==> config.mk <==
export PLATFORM = sky130hd
export DESIGN_NAME = rm_admission_control_flat
export DESIGN_NICKNAME = d
export VERILOG_FILES = /design/src/design/rmac_pkg.sv /design/src/design/rmac_if.sv /design/src/design/rmac_ctrl.sv /design/src/design/rmac_datapath.sv /design/src/design/rm_admission_control.sv /design/src/flat_wrapper.sv
export SDC_FILE = /design/constraint.sdc
export NUM_CORES = 1
export LEC_CHECK = 0
export ABC_AREA = 1
export BUFFER_PORTS_ARGS = -buffer_cell sky130_fd_sc_hd__buf_2
export CORE_ASPECT_RATIO = 0.8
export CORE_MARGIN = 2
export CORE_UTILIZATION = 50
export CTS_CLUSTER_DIAMETER = 80
export CTS_CLUSTER_SIZE = 40
export DETAILED_ROUTE_END_ITERATION = 6
export PLACE_DENSITY = 0.7
export SYNTH_ARGS = -nofsm -noshare
export SYNTH_HDL_FRONTEND = slang
export SYNTH_HIERARCHICAL = 1
export SYNTH_SLANG_ARGS = --single-unit
==> constraint.sdc <==
create_clock -name clk -period 6.4 [get_ports clk]
set_input_delay 0.64 -clock clk [delete_from_list [all_inputs] [get_ports clk]]
set_output_delay 0.64 -clock clk [all_outputs]
set_load 0.02 [all_outputs]
==> src/design/rmac_pkg.sv <==
// Shared types, constants and the Liu-Layland bound table for the admission controller.
`default_nettype none

package rmac_pkg;

    localparam int NUM_PRIORITIES = 32;
    localparam int PRIO_W         = 5;
    localparam int TIME_W         = 16;
    localparam int UTIL_W         = 17;
    localparam int COUNT_W        = 5;
    localparam int STATUS_W       = 2;
    localparam int DIV_STEPS      = UTIL_W;

    localparam logic [PRIO_W-1:0] IDLE_PRIORITY = PRIO_W'(NUM_PRIORITIES - 1);

    typedef logic [STATUS_W-1:0]       status_t;
    typedef logic [NUM_PRIORITIES-1:0] mask_t;

    localparam status_t ST_OK       = 2'd0;
    localparam status_t ST_BAD_PRIO = 2'd1;
    localparam status_t ST_TAKEN    = 2'd2;
    localparam status_t ST_OVER     = 2'd3;

    typedef struct packed {
        logic    load;
        logic    init;
        logic    reject;
        status_t code;
        logic    step;
        logic    commit;
    } cmd_t;

    typedef struct packed {
        logic is_init;
        logic bad_prio;
        logic taken;
        logic sat;
        logic div_last;
        logic over_bound;
    } sts_t;

    function automatic logic [UTIL_W-1:0] bound_q16(input logic [COUNT_W-1:0] idx);
        logic [UTIL_W-1:0] b;
        case (idx)
            5'd0:    b = 17'd65536;
            5'd1:    b = 17'd54264;
            5'd2:    b = 17'd51053;
            5'd3:    b = 17'd49545;
            5'd4:    b = 17'd48693;
            5'd5:    b = 17'd48103;
            5'd6:    b = 17'd47776;
            5'd7:    b = 17'd47448;
            5'd8:    b = 17'd47251;
            5'd9:    b = 17'd47055;
            5'd10:   b = 17'd46858;
            5'd11:   b = 17'd46793;
            5'd12:   b = 17'd46662;
            5'd13:   b = 17'd46596;
            5'd14:   b = 17'd46465;
            5'd15:   b = 17'd46399;
            5'd16:   b = 17'd46334;
            5'd17:   b = 17'd46334;
            5'd18:   b = 17'd46268;
            5'd19:   b = 17'd46203;
            5'd20:   b = 17'd46203;
            5'd21:   b = 17'd46137;
            5'd22:   b = 17'd46137;
            5'd23:   b = 17'd46072;
            5'd24:   b = 17'd46072;
            5'd25:   b = 17'd46006;
            5'd26:   b = 17'd46006;
            5'd27:   b = 17'd46006;
            default: b = 17'd45941;
        endcase
        return b;
    endfunction

endpackage

`default_nettype wire

==> src/design/rmac_if.sv <==
// Request and response channel interfaces of the admission controller.
`default_nettype none

interface rmac_req_if;
    import rmac_pkg::*;
    logic              valid;
    logic              ready;
    logic              op;
    logic [PRIO_W-1:0] prio;
    logic [TIME_W-1:0] exec_time;
    logic [TIME_W-1:0] period;

    modport source (output valid, op, prio, exec_time, period, input ready);
    modport sink   (input valid, op, prio, exec_time, period, output ready);
endinterface

interface rmac_rsp_if;
    import rmac_pkg::*;
    logic               valid;
    logic               ready;
    logic [STATUS_W-1:0] status;
    logic [COUNT_W-1:0]  task_count;
    logic [UTIL_W-1:0]   util_sum;
    logic [NUM_PRIORITIES-1:0] runnable_mask;

    modport source (output valid, status, task_count, util_sum, runnable_mask, input ready);
    modport sink   (input valid, status, task_count, util_sum, runnable_mask, output ready);
endinterface

`default_nettype wire

==> src/design/rmac_ctrl.sv <==
// Sequencing state machine: check, divide, commit or reject, present result.
`default_nettype none

module rmac_ctrl (
    input  wire logic          clk,
    input  wire logic          rst_n,
    input  wire logic          req_valid,
    output logic               req_ready,
    output logic               rsp_valid,
    input  wire logic          rsp_ready,
    input  wire rmac_pkg::sts_t sts,
    output rmac_pkg::cmd_t     cmd
);
    import rmac_pkg::*;

    localparam logic [2:0] S_IDLE   = 3'd0;
    localparam logic [2:0] S_CHECK  = 3'd1;
    localparam logic [2:0] S_DIV    = 3'd2;
    localparam logic [2:0] S_FINISH = 3'd3;
    localparam logic [2:0] S_OUT    = 3'd4;

    logic [2:0] state_reg;
    logic [2:0] state_next;

    assign req_ready = (state_reg == S_IDLE);
    assign rsp_valid = (state_reg == S_OUT);

    always_comb
    begin
        state_next = state_reg;
        cmd        = '0;
        cmd.code   = ST_OK;
        case (state_reg)
            S_IDLE:
            begin
                if (req_valid)
                begin
                    cmd.load   = 1'b1;
                    state_next = S_CHECK;
                end
            end
            S_CHECK:
            begin
                state_next = S_OUT;
                if (sts.is_init)
                begin
                    cmd.init = 1'b1;
                end
                else if (sts.bad_prio)
                begin
                    cmd.reject = 1'b1;
                    cmd.code   = ST_BAD_PRIO;
                end
                else if (sts.taken)
                begin
                    cmd.reject = 1'b1;
                    cmd.code   = ST_TAKEN;
                end
                else if (sts.sat)
                begin
                    cmd.reject = 1'b1;
                    cmd.code   = ST_OVER;
                end
                else
                begin
                    state_next = S_DIV;
                end
            end
            S_DIV:
            begin
                cmd.step = 1'b1;
                if (sts.div_last)
                begin
                    state_next = S_FINISH;
                end
            end
            S_FINISH:
            begin
                state_next = S_OUT;
                if (sts.over_bound)
                begin
                    cmd.reject = 1'b1;
                    cmd.code   = ST_OVER;
                end
                else
                begin
                    cmd.commit = 1'b1;
                end
            end
            S_OUT:
            begin
                if (rsp_ready)
                begin
                    state_next = S_IDLE;
                end
            end
            default:
            begin
                state_next = S_IDLE;
            end
        endcase
    end

    always_ff @(posedge clk or negedge rst_n)
    begin
        if (!rst_n)
        begin
            state_reg <= S_IDLE;
        end
        else
        begin
            state_reg <= state_next;
        end
    end

    a_no_overlap: assert property (@(posedge clk) disable iff (!rst_n)
        !(req_ready && rsp_valid))
        else $error("request taken while a result is pending");

    a_div_exit: assert property (@(posedge clk) disable iff (!rst_n)
        (state_reg == S_DIV) && sts.div_last |=> (state_reg == S_FINISH))
        else $error("divider did not hand off to finish");

    a_one_action: assert property (@(posedge clk) disable iff (!rst_n)
        $onehot0({cmd.init, cmd.reject, cmd.commit}))
        else $error("conflicting result actions");

endmodule

`default_nettype wire

==> src/design/rmac_datapath.sv <==
// Task-set state, restoring divider for utilization and bound check.
`default_nettype none

module rmac_datapath (
    input  wire logic                          clk,
    input  wire logic                          rst_n,
    input  wire rmac_pkg::cmd_t                cmd,
    output rmac_pkg::sts_t                     sts,
    input  wire logic                          op,
    input  wire logic [rmac_pkg::PRIO_W-1:0]   prio,
    input  wire logic [rmac_pkg::TIME_W-1:0]   exec_time,
    input  wire logic [rmac_pkg::TIME_W-1:0]   period,
    output logic [rmac_pkg::STATUS_W-1:0]      status,
    output logic [rmac_pkg::COUNT_W-1:0]       task_count,
    output logic [rmac_pkg::UTIL_W-1:0]        util_sum,
    output logic [rmac_pkg::NUM_PRIORITIES-1:0] runnable_mask
);
    import rmac_pkg::*;

    logic              op_reg;
    logic [PRIO_W-1:0] prio_reg;
    logic [TIME_W-1:0] c_reg;
    logic [TIME_W-1:0] t_reg;
    logic [TIME_W-1:0] rem_reg;
    logic [UTIL_W-1:0] quo_reg;
    logic [COUNT_W-1:0] cnt_reg;
    status_t           status_reg;

    mask_t              taken_mask_reg;
    mask_t              ready_mask_reg;
    logic [COUNT_W-1:0] count_reg;
    logic [UTIL_W-1:0]  total_reg;

    logic              shift_bit;
    logic [TIME_W:0]   rem_shift;
    logic [TIME_W+1:0] rem_diff;
    logic [UTIL_W:0]   total_sum;
    mask_t             prio_bit;

    assign shift_bit = (cnt_reg == COUNT_W'(DIV_STEPS - 1)) ? c_reg[0] : 1'b0;
    assign rem_shift = {rem_reg, shift_bit};
    assign rem_diff  = {1'b0, rem_shift} - {2'b00, t_reg};
    assign total_sum = {1'b0, total_reg} + {1'b0, quo_reg};
    assign prio_bit  = mask_t'(1) << prio_reg;

    assign sts.is_init    = !op_reg;
    assign sts.bad_prio   = (prio_reg >= IDLE_PRIORITY);
    assign sts.taken      = taken_mask_reg[prio_reg];
    // quotient overflows 17 bits exactly when C >= 2T; a zero period lands here
    assign sts.sat        = ({1'b0, c_reg} >= {t_reg, 1'b0});
    assign sts.div_last   = (cnt_reg == '0);
    assign sts.over_bound = (total_sum > {1'b0, bound_q16(count_reg)});

    always_ff @(posedge clk)
    begin
        if (cmd.load)
        begin
            op_reg   <= op;
            prio_reg <= prio;
            c_reg    <= exec_time;
            t_reg    <= period;
            rem_reg  <= {1'b0, exec_time[TIME_W-1:1]};
            quo_reg  <= '0;
            cnt_reg  <= COUNT_W'(DIV_STEPS - 1);
        end
        else if (cmd.step)
        begin
            if (!rem_diff[TIME_W+1])
            begin
                rem_reg <= rem_diff[TIME_W-1:0];
                quo_reg <= {quo_reg[UTIL_W-2:0], 1'b1};
            end
            else
            begin
                rem_reg <= rem_shift[TIME_W-1:0];
                quo_reg <= {quo_reg[UTIL_W-2:0], 1'b0};
            end
            cnt_reg <= cnt_reg - COUNT_W'(1);
        end
        if (cmd.init || cmd.commit)
        begin
            status_reg <= ST_OK;
        end
        else if (cmd.reject)
        begin
            status_reg <= cmd.code;
        end
    end

    always_ff @(posedge clk or negedge rst_n)
    begin
        if (!rst_n)
        begin
            taken_mask_reg <= '0;
            ready_mask_reg <= '0;
            count_reg      <= '0;
            total_reg      <= '0;
        end
        else if (cmd.init)
        begin
            taken_mask_reg <= taken_mask_reg | (mask_t'(1) << IDLE_PRIORITY);
            ready_mask_reg <= '0;
            count_reg      <= '0;
            total_reg      <= '0;
        end
        else if (cmd.commit)
        begin
            taken_mask_reg <= taken_mask_reg | prio_bit;
            ready_mask_reg <= ready_mask_reg | prio_bit;
            count_reg      <= count_reg + COUNT_W'(1);
            total_reg      <= total_sum[UTIL_W-1:0];
        end
    end

    assign status        = status_reg;
    assign task_count    = count_reg;
    assign util_sum      = total_reg;
    assign runnable_mask = ready_mask_reg;

    a_commit_count: assert property (@(posedge clk) disable iff (!rst_n)
        cmd.commit |=> (count_reg == $past(count_reg) + COUNT_W'(1)))
        else $error("admitted count did not advance on commit");

    a_init_clear: assert property (@(posedge clk) disable iff (!rst_n)
        cmd.init |=> (ready_mask_reg == '0) && (count_reg == '0) && (total_reg == '0))
        else $error("init did not clear the task set");

    a_total_bounded: assert property (@(posedge clk) disable iff (!rst_n)
        total_reg <= 17'd65536)
        else $error("admitted utilization above one");

endmodule

`default_nettype wire

==> src/design/rm_admission_control.sv <==
// Top level of the rate-monotonic admission controller.
//
//  channel | dir | beat fields
//  --------+-----+-------------------------------------------------
//  req     | in  | op, prio, exec_time, period
//  rsp     | out | status, task_count, util_sum, runnable_mask
//
// One request at a time. Init and creates rejected on priority, a taken slot,
// a zero period or a share of two or more go from the check state straight to
// the result; any other create runs the 17-step restoring divider for
// exec_time / period and then the finish state. A stalled result holds rsp and
// keeps req ready low. Reset clears the task set and the controller.
`default_nettype none

module rm_admission_control (
    input  wire logic clk,
    input  wire logic rst_n,
    rmac_req_if.sink  req,
    rmac_rsp_if.source rsp
);
    import rmac_pkg::*;

    cmd_t cmd;
    sts_t sts;

    rmac_ctrl u_ctrl (
        .clk       (clk),
        .rst_n     (rst_n),
        .req_valid (req.valid),
        .req_ready (req.ready),
        .rsp_valid (rsp.valid),
        .rsp_ready (rsp.ready),
        .sts       (sts),
        .cmd       (cmd)
    );

    rmac_datapath u_datapath (
        .clk           (clk),
        .rst_n         (rst_n),
        .cmd           (cmd),
        .sts           (sts),
        .op            (req.op),
        .prio          (req.prio),
        .exec_time     (req.exec_time),
        .period        (req.period),
        .status        (rsp.status),
        .task_count    (rsp.task_count),
        .util_sum      (rsp.util_sum),
        .runnable_mask (rsp.runnable_mask)
    );

endmodule

`default_nettype wire
==> src/flat_wrapper.sv <==
// flat-port wrapper written by rule: the top's interface ports become plain ports
module rm_admission_control_flat import rmac_pkg::*;
  (clk, rst_n, req_valid, req_op, req_prio, req_exec_time, req_period, req_ready, rsp_valid, rsp_status, rsp_task_count, rsp_util_sum, rsp_runnable_mask, rsp_ready);
  rmac_req_if req_i ();
  rmac_rsp_if rsp_i ();
  input  wire logic clk;
  input  wire logic rst_n;
  input wire logic [$bits(req_i.valid)-1:0] req_valid;
  input wire logic [$bits(req_i.op)-1:0] req_op;
  input wire logic [$bits(req_i.prio)-1:0] req_prio;
  input wire logic [$bits(req_i.exec_time)-1:0] req_exec_time;
  input wire logic [$bits(req_i.period)-1:0] req_period;
  output wire logic [$bits(req_i.ready)-1:0] req_ready;
  output wire logic [$bits(rsp_i.valid)-1:0] rsp_valid;
  output wire logic [$bits(rsp_i.status)-1:0] rsp_status;
  output wire logic [$bits(rsp_i.task_count)-1:0] rsp_task_count;
  output wire logic [$bits(rsp_i.util_sum)-1:0] rsp_util_sum;
  output wire logic [$bits(rsp_i.runnable_mask)-1:0] rsp_runnable_mask;
  input wire logic [$bits(rsp_i.ready)-1:0] rsp_ready;
  assign req_i.valid = req_valid;
  assign req_i.op = req_op;
  assign req_i.prio = req_prio;
  assign req_i.exec_time = req_exec_time;
  assign req_i.period = req_period;
  assign req_ready = req_i.ready;
  assign rsp_valid = rsp_i.valid;
  assign rsp_status = rsp_i.status;
  assign rsp_task_count = rsp_i.task_count;
  assign rsp_util_sum = rsp_i.util_sum;
  assign rsp_runnable_mask = rsp_i.runnable_mask;
  assign rsp_i.ready = rsp_ready;
  rm_admission_control u_core (.clk(clk), .rst_n(rst_n), .req(req_i), .rsp(rsp_i));
endmodule
---- Word level (Yosys, flattened, before mapping) ----
Memory sizes are Yosys's and may differ from the RTL's.
Cells that the tools add are included.
cells by class
  add/subtract/negate cells ............... 4
  mux-type cells .......................... 36
  shift-type cells ........................ 1
  order comparisons ....................... 4
  reduce and logical (&&, ||, !) cells .... 7
  bitwise gates (word level) .............. 3
  equality and inequality tests ........... 8
operators with widths
  operator              count
  $mux 32               4
  $or 32x32->32         2
  $mux 3                12
  $mux 17               2
  $shl 1x5->32 const A  1
  $mux 15               2
  $add 17x17->18        1
  $gt 18x17->1          1
  $sub 17x16->18        1
  $ge 16x17->1          1
  $mux 16               1
  $pmux 3 s5            1
  $mux 1                10
  $mux 5                2
  $eq 3x2->1 const B    2
  $lt 5x6->1 const B    1
  $pmux 3 s2            1
  $add 5x1->5 const B   1
  $bmux 1 s5            1
  $eq 5x5->1 const B    1
  $ge 5x5->1 const B    1
  $logic_not 5->1       1
  $sub 5x1->5 const B   1
  $ne 2x1->1 const B    2
  other kinds (9)       10
storage, ports and cells
  input port bits ......................... 42
  memories ................................ 1
  register bits after elaboration ......... 167
  bits in read-only memories .............. 544
memory list
  memory           words  bits a word  rd ports  clocked after memory_dff  wr ports  line            RTL
  (no name shown)  32     17           1         0                         0         rmac_pkg.sv:44  case (idx)

---- Logic depth before layout (Yosys ltp) ----
  depth after elaboration ................. 6
  depth in mapped cells ................... 32
  depth with buffers taken out ............ 31

---- Hierarchy ----
Netlist, hierarchy kept.
by module, submodules not included
  module         area an instance (µm²)  instances  seq. area each (µm²)  cells an instance
  rmac_datapath  9,222.6                 1          4,244.1               1,106
  rmac_ctrl      267.8                   1          75.1                  43

---- Least setup slack after synthesis ----
No wires, ideal clock.
  kind .................................... input to register
  start ................................... input port req_valid
  end ..................................... register u_core.u_datapath.rem_reg[0], enable pin
  slack ................................... 1.226 ns
  stages on the path ...................... 6
  data required time ...................... 6.015 ns
  setup time .............................. 0.385 ns
  arrival ................................. 4.788 ns
  path buffers ............................ 2
  cells stage by stage .................... inv_1 > nor3_1 > buf_2 > inv_1 > nand2_1 > clkbuf_1
RTL lines
  what                    line                 RTL
  start: declaration      flat_wrapper.sv:8    input wire logic [$bits(req_i.valid)-1:0] req_valid;
  end signal: assignment  rmac_datapath.sv:62  rem_reg <= {1'b0, exec_time[TIME_W-1:1]};
  end signal: assignment  rmac_datapath.sv:70  rem_reg <= rem_diff[TIME_W-1:0];
  end signal: assignment  rmac_datapath.sv:75  rem_reg <= rem_shift[TIME_W-1:0];
  end: declaration        rmac_datapath.sv:24  logic [TIME_W-1:0] rem_reg;

==> reports/summary.txt <==
Clock share of power: 24.0%
Biggest cell delay along the critical path: 360 ps
Post-synth EDFFs: 53
Final Cycle Share: 75.03%
Post-CTS setup buffer count: 0
Tot GR Track Use: 23.70%
Synth area leader: dfrtp_1
Combinational Power Share: 41.1%
Most common cell after layout, fill and taps aside: nand2_1
Crit path required time: 6750 ps
Max-slew headroom: 32.94%
WL met2: 10020 um
Clock sinks: 167
Tightest Pin Transition: 1005 ps
Gate Count Post-Synth: 1149
Yosys cell types: 52
Drt drc: 0
Final Skew: 10.98 ps
Ports: 100
Setup repair after global routing missed its margin: false
Antenna diodes: 0
Cells resized by post-CTS repair: 0
Placeable Area: 18810 um2
Peak VDD IR: 0.1798 mV
Top layer in use: met5
Area contributors post-synth: dfrtp_1 23%, edfxtp_1 17%, nand2_1 12%, ha_1 9.8%, inv_1 6.3%
Layout area overhead: 13.97%
Most frequent cells in the layout: 293 x nand2_1, 159 x inv_1, 98 x buf_2, 89 x dfrtp_1, 74 x ha_1
Async set or reset register ratio after synthesis: 53.29%
Synth top area share: 23.47%
Placed instance area: 10210 um2
Main flop type after synthesis: dfrtp_1
Min cycle time layout: 4802 ps
Syn nets: 1267
Max Clk Rate: 208.2 MHz
Final wirelength: 23010 um
Maximum Capacitance Violations: 0
Pin count of the biggest net entering global routing: 76
CTS tree: yes
Seq cells post-synth: 167
NetSw: 1.777 mW
DRT Pass-1 Iters: 7
Final setup fails: 0
Global route overflow: 0
Type of origin of the critical path: flip-flop
Initial core utilization: 50.47%
Vias: 8008
Syn avg cell area: 8.260 um2
Design Power: 4.313 mW
CP max stage cell: dfrtp_1
Die W: 158.0 um
DIE AREA: 20110 um2
Clk_lat worst skew: 430 ps
Total routed wire length on the met1 layer: 11370 um
RePlAce Congestion: 0.9428
Dpl ws: 1721 ps
Flop2flop setup slack: 1600 ps
Ys Warns: 6
Post-layout util: 57.52%
Setup ws final: 1598 ps
CTS H-tree lvls: 4
Share of cells above drive strength 1: 12.16%
Worst-case clock buffer depth: 2
Critical path peak fanout: 14
Final hold vios: 0
DR WL met3: 1420 um
Lkg Pwr: 5.540 nW
CP Capture Type: flip-flop
WL/cell: 15.18 um
Register area share after synthesis: 45.51%
Status: finished clean
Root buf cell: clkbuf_16
Vias in the first global route: 7512
Antenna violations before repair: 1
Port Buffers: 99
Setup_tns: 0 ps
CP most frequent cell: nand2_1
WS Path Type: flip-flop to flip-flop
Power per standard cell area: 398.7 nW/um2
CTS Buf Count: 17
# hold bufs at CTS: 0
Max Slew Vio Count: 0
Fill count: 1731
Die height: 127.2 um
Initial DRC count: 744
Num rows: 45
Global-route wire length before repair: 37740 um
Seq pwr share: 34.9%
Min-delay worst type: primary input to asynchronous set/reset pin
Fin area: 10820 um2
HPWL Detailed: 16980 um
Fin nets: 1363
Int Pwr: 2.536 mW
Synthesized cell area: 9490 um2
Net Sw Frac: 41.19%
Worst path arrival time: 5150 ps
Clk slew on worst S/H paths: 70 ps
Routed Antenna Nets: 0
Post-DR vias/cell: 5.282
## per-stage QoR
step | std cells | hold slack [ps]
2_1_floorplan | 1149 | 344.4
3_3_place_gp | 1484 | 434.3
3_5_place_dp | 1484 | 440.4
4_1_cts | 1516 | 68.02
5_1_grt | 1516 | 59.93
6_report | 1516 | 71.07
## cell families (layout without fill, tap and decap cells)
family                   Yosys count  count (layout)  share of synthesized area, %
XOR/XNOR                          19              19                         1.753
adder cells (fa/ha/maj)           76              76                         10.18
AO/OA/AOI/OAI                    216             216                         13.39
flip-flops                       167             167                         45.51
AND/OR/NAND/NOR                  480             480                         21.23
buffers and inverters            191             300                         7.936
## cell type report
cell class / count / area, um2 / share of cell area [%]
Tap cell: 258 / 322.8 / 2.984
Clock inverter: 13 / 150.1 / 1.388
Timing Repair Buffer: 103 / 528.0 / 4.881
Clock buffer: 19 / 454.2 / 4.199
Multi-Input combinational cell: 791 / 4423 / 40.89
Sequential cell: 167 / 4319 / 39.93
Inverter: 165 / 619.3 / 5.726
## power by group through the flow
stage	sequential (mW)	clock [mW]	combinational, mW
6_report	1.50	1.04	1.77
3_5_place_dp	1.52	0	1.74
3_3_place_gp	1.52	0	1.72
4_1_cts	1.50	1.06	1.76
2_1_floorplan	1.51	0	1.36
5_1_grt	1.53	1.11	2.02
## worst paths after layout
kind	start	endpoint	depth (start not counted)
worst max register to register	u_core/u_datapath/util_sum[0]$_DFFE_PN0P_	u_core/u_datapath/runnable_mask[11]$_DFFE_PN0P_	30
worst min register to register	u_core/u_datapath/taken_mask_reg[22]$_DFFE_PN0P_	u_core/u_datapath/taken_mask_reg[22]$_DFFE_PN0P_	2
worst min-delay path	rst_n	u_core/u_datapath/util_sum[15]$_DFFE_PN0P_	1
max in group asynchronous	rst_n	u_core/u_datapath/runnable_mask[7]$_DFFE_PN0P_	2
worst max-delay path	u_core/u_datapath/util_sum[0]$_DFFE_PN0P_	u_core/u_datapath/runnable_mask[11]$_DFFE_PN0P_	30
min in group clk	req_period[2]	u_core/u_datapath/t_reg[2]$_DFFE_PP_	1
## cells in the mapped netlist, types with 2 or more instances
cell and instances:
clkbuf_1 15, nor2_4 4, nand2_2 2, o21ai_1 16, xor2_1 12, ha_1 74
dfxtp_1 25, inv_2 2, clkinv_1 4, o21ai_0 61, o22ai_1 28, a21o_1 6
edfxtp_1 53, or2_2 2, a21oi_2 3, nand2_1 293, o2111ai_1 2, fa_1 2
nor2_1 71, o31ai_1 4, a31oi_1 2, o21a_1 2, nor3_1 20, a22o_1 4
a21oi_1 57, a221oi_1 2, dfrtp_1 89, buf_2 4, or2_1 3, a22oi_1 3
o211ai_1 8, a211oi_1 3, inv_1 159, nand3_1 65, buf_4 2, nor4_1 2
nand4_1 10, xnor2_1 7, o21ai_2 3, o21bai_1 9, and2_1 3, buf_6 3
## routing by layer
layer | vias up | GRT usage (%)
met5 | - | 0
met4 | 2 | 5.140
met3 | 19 | 5.054
met2 | 256 | 34.96
met1 | 3704 | 35.95
li1 | 4027 | -
## critical path, delay by kind of cell (launching register included)
family,cells,cell delay (ps)
flip-flops,1,360
adder cells (fa/ha/maj),3,810
AO/OA/AOI/OAI,5,930
AND/OR/NAND/NOR,16,1770
buffers and inverters,6,830
Note: power is estimated with default switching activity, not from simulation.
